==> config.mk <==
export PLATFORM = sky130hd
export DESIGN_NAME = utf8_display_width_counter_core
export DESIGN_NICKNAME = d
export VERILOG_FILES = /design/src/rtl/core/utf8dw_pkg.sv /design/src/rtl/core/utf8_display_width_counter_core.sv /design/src/rtl/core/utf8dw_classify.sv /design/src/rtl/core/utf8dw_decoder.sv
export SDC_FILE = /design/constraint.sdc
export NUM_CORES = 1
export LEC_CHECK = 0
export ABC_AREA = 1
export ABC_CLOCK_PERIOD_IN_PS = 5500
export CAP_MARGIN = 20
export CELL_PAD_IN_SITES_DETAIL_PLACEMENT = 1
export CELL_PAD_IN_SITES_GLOBAL_PLACEMENT = 2
export CORE_MARGIN = 8
export CORE_UTILIZATION = 33
export DETAILED_ROUTE_END_ITERATION = 10
export DONT_BUFFER_PORTS = 1
export GPL_ROUTABILITY_DRIVEN = 0
export GPL_TIMING_DRIVEN = 0
export PLACE_DENSITY_LB_ADDON = 0.12
export SETUP_SLACK_MARGIN = 0.1
export SLEW_MARGIN = 20
export SYNTH_ARGS = -nofsm -noshare
export SYNTH_HDL_FRONTEND = slang
export SYNTH_SLANG_ARGS = --single-unit
==> constraint.sdc <==
create_clock -name clock -period 5.5 [get_ports clock]
set_clock_uncertainty 0.2 [all_clocks]
set_input_delay 1.375 -clock clock [delete_from_list [all_inputs] [get_ports clock]]
set_output_delay 1.375 -clock clock [all_outputs]
set_load 0.01 [all_outputs]
==> src/rtl/core/utf8dw_pkg.sv <==
// Shared types and constants for the UTF-8 display width counter.
package utf8dw_pkg;

   localparam int COUNT_BITS = 16;
   localparam int CP_BITS    = 21;
   localparam int WIDTH_BITS = 16;
   localparam int LEN_BITS   = 3;
   localparam int INCR_BITS  = 3;
   localparam int COL_BITS   = 2;

   typedef logic [COUNT_BITS-1:0] count_type;
   typedef logic [CP_BITS-1:0]    cp_type;
   typedef logic [LEN_BITS-1:0]   len_type;
   typedef logic [INCR_BITS-1:0]  incr_type;
   typedef logic [COL_BITS-1:0]   col_type;

   // Sequence lengths taken from the lead byte.
   localparam len_type SEQ_NONE = 3'd0;
   localparam len_type SEQ_LEN1 = 3'd1;
   localparam len_type SEQ_LEN2 = 3'd2;
   localparam len_type SEQ_LEN3 = 3'd3;
   localparam len_type SEQ_LEN4 = 3'd4;

   // Column widths a finished codepoint can take.
   localparam col_type COL_ZERO = 2'd0;
   localparam col_type COL_ONE  = 2'd1;
   localparam col_type COL_TWO  = 2'd2;

   typedef struct packed {
      logic [7:0] data_byte;
      logic       last_byte;
   } req_type;

   typedef struct packed {
      logic [WIDTH_BITS-1:0] total_width;
      logic                  width_saturated;
   } rsp_type;

   typedef struct packed {
      cp_type lo;
      cp_type hi;
   } span_type;

   localparam int ZERO_SPAN_COUNT   = 4;
   localparam int ARABIC_SPAN_COUNT = 6;

   // Zero-width direction controls.
   localparam span_type ZERO_SPANS [ZERO_SPAN_COUNT] = '{
      '{lo: 21'h0061C, hi: 21'h0061C},
      '{lo: 21'h0200B, hi: 21'h0200F},
      '{lo: 21'h0202A, hi: 21'h0202E},
      '{lo: 21'h02066, hi: 21'h02069}
   };

   // Arabic blocks and presentation forms, one column each unless listed as zero-width.
   localparam span_type ARABIC_SPANS [ARABIC_SPAN_COUNT] = '{
      '{lo: 21'h00600, hi: 21'h006FF},
      '{lo: 21'h00750, hi: 21'h0077F},
      '{lo: 21'h00870, hi: 21'h0089F},
      '{lo: 21'h008A0, hi: 21'h008FF},
      '{lo: 21'h0FB50, hi: 21'h0FDFF},
      '{lo: 21'h0FE70, hi: 21'h0FEFF}
   };

endpackage

==> src/rtl/core/utf8_display_width_counter_core.sv <==
// Top level of the UTF-8 display width counter.
// One byte of a UTF-8 string is taken per transaction on the req_ channel, with
// last_byte marking the end of the string; one transaction leaves on the rsp_
// channel per string, carrying its terminal column width and a saturation flag.
// Bytes are accepted back to back, one per clock: a byte is captured in an input
// register, and from there the decoder and the saturating column adder update
// their state from it in a single pass. The result of a string is loaded into
// the output register when its last byte moves on from the input register. The
// input only pauses while a finished result waits in the output register and the
// next string's last byte is already held behind it.
module utf8_display_width_counter_core (
   input  logic                clock,
   input  logic                reset,
   input  logic                req_valid,
   output logic                req_ready,
   input  utf8dw_pkg::req_type req_data,
   output logic                rsp_valid,
   input  logic                rsp_ready,
   output utf8dw_pkg::rsp_type rsp_data
);
   import utf8dw_pkg::*;

   logic    in_valid_ff, in_valid_in;
   req_type in_item_ff;
   logic    out_valid_ff, out_valid_in;
   rsp_type out_item_ff;
   rsp_type step_result;
   logic    out_free;
   logic    step_go;

   assign out_free  = !out_valid_ff || rsp_ready;
   // The held byte moves on unless it ends a string and the result slot is busy.
   assign step_go   = in_valid_ff && (!in_item_ff.last_byte || out_free);
   assign req_ready = !in_valid_ff || step_go;

   utf8dw_decoder u_decoder (
      .clock       (clock),
      .reset       (reset),
      .step_valid  (step_go),
      .step_item   (in_item_ff),
      .step_result (step_result)
   );

   always_comb begin
      in_valid_in  = (req_valid && req_ready) || (in_valid_ff && !step_go);
      out_valid_in = (step_go && in_item_ff.last_byte) || (out_valid_ff && !rsp_ready);
   end

   always_ff @(posedge clock) begin
      if (reset) begin
         in_valid_ff  <= 1'b0;
         out_valid_ff <= 1'b0;
      end else begin
         in_valid_ff  <= in_valid_in;
         out_valid_ff <= out_valid_in;
      end
   end

   always_ff @(posedge clock) begin
      if (req_valid && req_ready) begin
         in_item_ff <= req_data;
      end
      if (step_go && in_item_ff.last_byte) begin
         out_item_ff <= step_result;
      end
   end

   assign rsp_valid = out_valid_ff;
   assign rsp_data  = out_item_ff;

   a_last_gives_result: assert property (@(posedge clock) disable iff (reset)
      (step_go && in_item_ff.last_byte) |=> out_valid_ff)
      else $error("end of string did not load a result");

   a_stall_reason: assert property (@(posedge clock) disable iff (reset)
      !req_ready |-> (in_valid_ff && in_item_ff.last_byte && out_valid_ff && !rsp_ready))
      else $error("input stalled without a blocked result");

   a_no_overwrite: assert property (@(posedge clock) disable iff (reset)
      (out_valid_ff && !rsp_ready) |-> !step_go || !in_item_ff.last_byte)
      else $error("pending result overwritten");

endmodule

==> src/rtl/core/utf8dw_classify.sv <==
// Column width of one decoded codepoint.
module utf8dw_classify (
   input  utf8dw_pkg::cp_type  codepoint,
   input  utf8dw_pkg::len_type seq_len,
   output utf8dw_pkg::col_type columns
);
   import utf8dw_pkg::*;

   logic [ZERO_SPAN_COUNT-1:0]   zero_hit;
   logic [ARABIC_SPAN_COUNT-1:0] arabic_hit;

   always_comb begin
      for (int i = 0; i < ZERO_SPAN_COUNT; i++) begin
         zero_hit[i] = (codepoint >= ZERO_SPANS[i].lo) && (codepoint <= ZERO_SPANS[i].hi);
      end
      for (int i = 0; i < ARABIC_SPAN_COUNT; i++) begin
         arabic_hit[i] = (codepoint >= ARABIC_SPANS[i].lo) &&
                         (codepoint <= ARABIC_SPANS[i].hi);
      end
   end

   always_comb begin
      priority if (|zero_hit) begin
         columns = COL_ZERO;
      end else if (|arabic_hit) begin
         columns = COL_ONE;
      end else if (seq_len >= SEQ_LEN3) begin
         columns = COL_TWO;
      end else begin
         columns = COL_ONE;
      end
   end

endmodule

==> src/rtl/core/utf8dw_decoder.sv <==
// Byte decoder state and saturating column count.
module utf8dw_decoder (
   input  logic                clock,
   input  logic                reset,
   input  logic                step_valid,
   input  utf8dw_pkg::req_type step_item,
   output utf8dw_pkg::rsp_type step_result
);
   import utf8dw_pkg::*;

   count_type count_ff, count_in;
   logic      sat_ff, sat_in;
   len_type   expected_ff, expected_in;
   len_type   held_ff, held_in;
   cp_type    partial_ff, partial_in;

   logic [7:0] data;
   logic       is_cont;
   logic       do_fresh;
   len_type    held_inc;
   cp_type     cp_join;
   col_type    cp_columns;
   incr_type   incr;
   logic [COUNT_BITS:0] sum;
   logic       count_over;

   assign data     = step_item.data_byte;
   assign is_cont  = (data[7:6] == 2'b10);
   assign held_inc = held_ff + SEQ_LEN1;
   assign cp_join  = {partial_ff[CP_BITS-7:0], data[5:0]};

   utf8dw_classify u_classify (
      .codepoint (cp_join),
      .seq_len   (expected_ff),
      .columns   (cp_columns)
   );

   always_comb begin
      incr        = '0;
      expected_in = expected_ff;
      held_in     = held_ff;
      partial_in  = partial_ff;
      do_fresh    = 1'b0;

      if (expected_ff == SEQ_NONE) begin
         do_fresh = 1'b1;
      end else if (is_cont) begin
         if (held_inc >= expected_ff) begin
            expected_in = SEQ_NONE;
            held_in     = SEQ_NONE;
            partial_in  = '0;
            incr        = INCR_BITS'(cp_columns);
         end else begin
            held_in    = held_inc;
            partial_in = cp_join;
         end
      end else begin
         // A broken sequence costs one column per byte it held.
         incr        = INCR_BITS'(held_ff);
         expected_in = SEQ_NONE;
         held_in     = SEQ_NONE;
         partial_in  = '0;
         do_fresh    = 1'b1;
      end

      if (do_fresh) begin
         priority if (data[7] == 1'b0) begin
            incr = incr + INCR_BITS'(1);
         end else if (data[7:5] == 3'b110) begin
            expected_in = SEQ_LEN2;
            held_in     = SEQ_LEN1;
            partial_in  = cp_type'(data[4:0]);
         end else if (data[7:4] == 4'b1110) begin
            expected_in = SEQ_LEN3;
            held_in     = SEQ_LEN1;
            partial_in  = cp_type'(data[3:0]);
         end else if (data[7:3] == 5'b11110) begin
            expected_in = SEQ_LEN4;
            held_in     = SEQ_LEN1;
            partial_in  = cp_type'(data[2:0]);
         end else begin
            incr = incr + INCR_BITS'(1);
         end
      end

      // A sequence still open at the end of the string is charged per byte.
      if (step_item.last_byte && (expected_in != SEQ_NONE)) begin
         incr = incr + INCR_BITS'(held_in);
      end

      // One saturating add gives the same result as the successive ones.
      sum = {1'b0, count_ff} + (COUNT_BITS+1)'(incr);
      if (sum[COUNT_BITS]) begin
         count_in = '1;
         sat_in   = 1'b1;
      end else begin
         count_in = sum[COUNT_BITS-1:0];
         sat_in   = sat_ff;
      end
   end

   assign count_over = ((COUNT_BITS+1)'(count_in) > (COUNT_BITS+1)'(17'hFFFF));

   always_comb begin
      if (count_over) begin
         step_result.total_width     = '1;
         step_result.width_saturated = 1'b1;
      end else begin
         step_result.total_width     = WIDTH_BITS'(count_in);
         step_result.width_saturated = sat_in;
      end
   end

   always_ff @(posedge clock) begin
      if (reset) begin
         count_ff    <= '0;
         sat_ff      <= 1'b0;
         expected_ff <= SEQ_NONE;
         held_ff     <= SEQ_NONE;
         partial_ff  <= '0;
      end else if (step_valid) begin
         if (step_item.last_byte) begin
            count_ff    <= '0;
            sat_ff      <= 1'b0;
            expected_ff <= SEQ_NONE;
            held_ff     <= SEQ_NONE;
            partial_ff  <= '0;
         end else begin
            count_ff    <= count_in;
            sat_ff      <= sat_in;
            expected_ff <= expected_in;
            held_ff     <= held_in;
            partial_ff  <= partial_in;
         end
      end
   end

   a_idle_clean: assert property (@(posedge clock) disable iff (reset)
      (expected_ff == SEQ_NONE) |-> ((held_ff == SEQ_NONE) && (partial_ff == '0)))
      else $error("held bytes with no sequence open");

   a_held_below_len: assert property (@(posedge clock) disable iff (reset)
      (expected_ff != SEQ_NONE) |-> ((held_ff >= SEQ_LEN1) && (held_ff < expected_ff)))
      else $error("held byte count out of range for open sequence");

   a_sat_pinned: assert property (@(posedge clock) disable iff (reset)
      sat_ff |-> (count_ff == '1))
      else $error("saturation flag set but count not at maximum");

   a_last_clears: assert property (@(posedge clock) disable iff (reset)
      (step_valid && step_item.last_byte) |=> ((count_ff == '0) && !sat_ff &&
                                               (expected_ff == SEQ_NONE)))
      else $error("state not cleared after end of string");

endmodule
Word level (Yosys, flattened, before mapping)
Cells that the tools add are included.

Muxes and demuxes: 45. $lt $le $gt $ge: 22. Add/sub/neg operators: 4. Equal/unequal tests: 4. Reduce and logical (&&, ||, !) cells: 30.

Operator list (number): 2-to-1 mux 21 bit (9); 2-to-1 mux 3 bit (26); greater-or-equal comparator 21 x 11 -> 1 bit, second input constant (3); greater-or-equal comparator 21 x 14 -> 1 bit, second input constant (3); <= comparator 21 x 11 -> 1 bit, second input constant (3); <= comparator 21 x 14 -> 1 bit, second input constant (3); greater-or-equal comparator 21 x 12 -> 1 bit, second input constant (2); greater-or-equal comparator 21 x 16 -> 1 bit, second input constant (2); <= comparator 21 x 12 -> 1 bit, second input constant (2); <= comparator 21 x 16 -> 1 bit, second input constant (2); 2-to-1 mux 16 bit (2); adder 16 x 3 -> 17 bit (1); logical AND 1 bit (16); 2-to-1 mux 2 bit (4); adder 3 x 1 -> 3 bit, second input constant (2); OR reduction 6 bit (1); == test 5 bit, second input constant (1); logical NOT 1 bit (5); logical OR 1 bit (5); == test 4 bit, second input constant (1); 2-to-1 mux 1 bit (4); OR reduction 4 bit (1); adder 3 bit (1); == test 3 bit, second input constant (1); 5 further kinds (5).

Bits of input ports: 13. Flip-flop bits (word level): 72. Logic and storage cells: 116. Output and inout port bits: 19.

Longest topological paths before layout
Depth in word-level cells: 19. Gate-level depth with buffers: 37. Gate-level depth less buffers: 37.

Modules after synthesis
Synthesis repeated with hierarchy kept, for this count alone.

Cell total of the unflattened synthesis: 590. Area total of the unflattened synthesis: 4192.8 µm².

Modules (own cells, without submodules): utf8dw_decoder (instances 1, cells each 375, area an instance 2506.2 µm², seq. area each 760.7 µm²); utf8_display_width_counter_core (instances 1, cells each 45, area an instance 902.1 µm², seq. area each 820.8 µm²); utf8dw_classify (instances 1, cells each 170, area an instance 784.5 µm², seq. area each 0.0 µm²).

Worst setup path after synthesis
Ideal clock, no wire load.

Path kind: register to register. Start point: register u_decoder.held_ff[0]. End point: register u_decoder.count_ff[14]. Setup slack: 0.193 ns. Required time: 5.233 ns. Library setup time: 0.067 ns. Stages on the path, launching flop included: 34. Arrival: 5.039 ns. Path buffers: 0. Period minus slack after synthesis: 5.307 ns. Cells stage by stage: dfxtp_1 -> ha_1 -> xor2_1 -> ha_1 -> nand2_1 -> o211ai_1 -> nand2_1 -> a21oi_1 -> nand2_1 -> nor2_1 -> nand2_1 -> nand2_1 -> nand2_1 -> inv_1 -> ha_1 -> or2_2 -> nand2_1 -> inv_1 -> fa_1 -> or2_2 -> nand3_1 -> xor2_1 -> ha_1 -> inv_1 -> or2_4 -> nand2_4 -> nand4_4 -> or2_4 -> nor2_4 -> nand3_2 -> or2_1 -> nand3_2 -> nand2_2 -> a21oi_2.

RTL lines: start: declaration (RTL line utf8dw_decoder.sv:14) `len_type held_ff, held_in;`; start signal: assignment (RTL line utf8dw_decoder.sv:132) `held_ff <= held_in;`; end signal: assignment (RTL line utf8dw_decoder.sv:129) `count_ff <= count_in;`; end: declaration (RTL line utf8dw_decoder.sv:11) `count_type count_ff, count_in;`.

==> impl_metrics.tcl <==
set metrics [dict create \
    status "complete, no violations" \
    yosys_warnings 0 \
    synth.mux.area_fraction_pct 0 \
    crit_path_start_kind "register" \
    row_count 40 \
    die_w_um 126 \
    dpl_cell_area_mm2 0.00414 \
    fin_crit_sh_pct 98.4 \
    fill_cells 1483 \
    fin_cells 743 \
    end_kind "register" \
    diodes 0 \
    grt_max_degree 19 \
    htreeDepth 3 \
    setup_ws_ns 0.0894 \
    clock.fmax_mhz 185 \
    hold_viol_final 0 \
    cts-root-buf "clkbuf_16" \
    grt_util_all_layers_pct 15.5 \
    synth_edf_count 26 \
    crit_fanout 3 \
    critPathKind "reg2reg" \
    cp_common_cell "nand2_2" \
    ys_seq_area_share_pct 39.9 \
    cpPeakStageDelay_ns 0.35 \
    ys_ff_latch 66 \
    drc 0 \
    syn_nets 583 \
    drt_wl_total_um 12000 \
    layout.nets 615 \
    cp_data_arrival_time_ns 5.47 \
    dp.cells 706 \
    hold_class "reg2reg" \
    clkSinkCount 66 \
    leakagePower_uw 0.00214 \
    syn_inst 559 \
    core_mm2 0.0119 \
    synth_largest_area_cell "dfxtp_1" \
    postCtsHoldBufs 0 \
    synth_common_cells "nand2_1, inv_1, nor2_1" \
    synth_xor_area_share_pct 1.77 \
    peakVddDrop_uv 165 \
    hold_ws_ns 0.265 \
    synthSimpleGateAreaFrac_pct 35.5 \
    syn-cell-area_mm2 0.00396 \
    via_per_inst 4.93 \
    synth-main-ff-cell "dfxtp_1" \
    die_area_mm2 0.0158 \
    design_area_mm2 0.00498 \
    cap_violations 0 \
    synth-adder-area-share_pct 3.85 \
    clkLatencyLatePin_ns 0.33 \
    grt_pass1_vias 3832 \
    setup_viol 0 \
    drive_above_1_share_pct 21.1 \
    slew-limit-headroom_pct 50.0 \
    grt_setup_unrepaired "yes" \
    wl_per_cell_um 16.1 \
    io_buffers 0 \
    powerDensity_mw_per_mm2 251 \
    slowest_stage "dfxtp_4" \
    synth_top_family_by_area "simple AND/OR/NAND/NOR gates" \
    yosys.area.top_type_share_pct 20.2 \
    pin_count 32 \
    avgSynthCellArea_um2 7.08 \
    antenna_found_initial 0 \
    die_height_um 126 \
    cts_buffers 9 \
    synth_compound_area_share_pct 10.5 \
    place_ws_ns -0.911 \
    setup_tns_ns 0 \
    drtAntennaViolNets 0 \
    ys_top_cells_by_area "dfxtp_1, edfxtp_1, nand2_1" \
    initialDrtViolationCount 137 \
    worst_pin_slew_ns 0.749 \
    clk_path_buf_depth 2 \
    yosysUniqueCellTypes 40 \
    maxSlewViolCount 0 \
    ys_async_sr_fraction_pct 0 \
    post-synth-top-count-cell "nand2_1" \
    overflow 0 \
    clkTransAtPathRegs_ns 0.05 \
    area_growth_pct 25.8 \
    finalCriticalPeriod_ns 5.41 \
    hpwlAfterDp_um 8850 \
    num_vias 3663 \
    cts_tree "done" \
    required_ns 5.56 \
    first_pass_iters 4 \
    grt_pass1_wl_um 19500 \
    initial_core_util_pct 33.4 \
]
[where the power goes]
group	internal [uW]	switching [uW]	total, uW
registers	516	8.01	524
clock network	433	211	644
logic	25.3	54.7	80.0
total	974	274	1250
[final cells by class]
| type | instances | area (um^2) | share of cell area, % |
|---|---|---|---|
| Buffer | 16 | 86.3 | 1.73 |
| Clock buffer | 12 | 267 | 5.35 |
| Clock inverter | 4 | 72.6 | 1.46 |
| Inverter | 69 | 264 | 5.30 |
| Multi-Input combinational cell | 408 | 2310 | 46.3 |
| Sequential cell | 66 | 1590 | 31.9 |
| Tap cell | 147 | 184 | 3.69 |
| Timing Repair Buffer | 21 | 213 | 4.27 |
[layout by cell type (no fill, tap or decap), types with 4 or more instances in the layout]
| cell type | Yosys | layout |
|---|---|---|
| nand2_1 | 169 | 145 |
| or2_4 | 2 | 7 |
| or2_2 | 9 | 4 |
| nor3_1 | 4 | 4 |
| nor2_1 | 58 | 54 |
| nand2_2 | 1 | 18 |
| nand4_1 | 5 | 5 |
| nor2_4 | 4 | 5 |
| nand2_4 | 1 | 8 |
| clkbuf_16 | 0 | 9 |
| clkbuf_1 | 9 | 9 |
| nor2_2 | 1 | 4 |
| edfxtp_1 | 26 | 26 |
| inv_1 | 68 | 64 |
| a21oi_2 | 1 | 10 |
| o21ai_0 | 13 | 12 |
| xor2_1 | 7 | 5 |
| a21oi_1 | 47 | 38 |
| dfxtp_1 | 40 | 38 |
| nand3_1 | 49 | 48 |
| buf_6 | 0 | 6 |
| buf_2 | 5 | 5 |
| ha_1 | 9 | 6 |
| buf_4 | 2 | 14 |
| inv_2 | 1 | 4 |
[worst max-delay path, delay by kind of cell (launching register included)]
kind / cells / cell delay [ns]
buffers and inverters: 5 / 0.46
xor gates and xnor gates: 2 / 0.23
and+or+nand+nor: 20 / 2.46
AOI/OAI and AO/OA: 3 / 0.38
DFF: 1 / 0.35
adders and majority gates: 5 / 1.29
[through the flow]
step	utilization (%)	power, uW
6_report	42.0	1250
5_1_grt	42.0	1290
4_1_cts	40.0	1260
3_5_place_dp	34.9	603
3_3_place_gp	34.9	602
2_1_floorplan	-	580
[logic make-up after synthesis]
kind of cell	Yosys count
xor gates and xnor gates	8
buffers and inverters	85
adders and majority gates	11
and+or+nand+nor	315
AOI/OAI and AO/OA	74
DFF	66
[registers in the layout (all words and copies together) (netlist names)]
signal / count
in_item_ff: 9
rsp_valid: 1
u_decoder.expected_ff: 3
u_decoder.partial_ff: 15
in_valid_ff: 1
u_decoder.held_ff: 3
rsp_data: 17
u_decoder.sat_ff: 1
u_decoder.count_ff: 16
[layer usage]
layer	vias to the layer above	part of all wire (%)	track usage, %
met5	-	0	0
met4	0	1.1	4.73
met3	8	2.3	2.97
met2	24	55	29.8
met1	1768	41	16.6
li1	1863	-	-
[worst paths after layout]
check / startpoint / end / slack [ns] / depth (start not counted)
worst max-delay path: u_decoder.held_ff[1]$_SDFFE_PP0P_ / u_decoder.count_ff[14]$_SDFFE_PP0P_ / 0.09 / 35
worst min-delay path: u_decoder.partial_ff[13]$_SDFFE_PP0P_ / u_decoder.partial_ff[13]$_SDFFE_PP0P_ / 0.26 / 2
worst max register to register: u_decoder.held_ff[1]$_SDFFE_PP0P_ / u_decoder.count_ff[14]$_SDFFE_PP0P_ / 0.09 / 35
worst min register to register: u_decoder.partial_ff[13]$_SDFFE_PP0P_ / u_decoder.partial_ff[13]$_SDFFE_PP0P_ / 0.26 / 2
[what timing repair did]
| action | 4_1_cts | 5_1_grt |
|---|---|---|
| cloned | 1 | 0 |
| setup buffers | 13 | 7 |
| resized for setup | 40 | 45 |
| setup endpoints to repair | 34 | 34 |
| endpoints found under the hold margin | 0 | 0 |
| pin swaps | 22 | 17 |
Power figures use the tool's default switching activity.
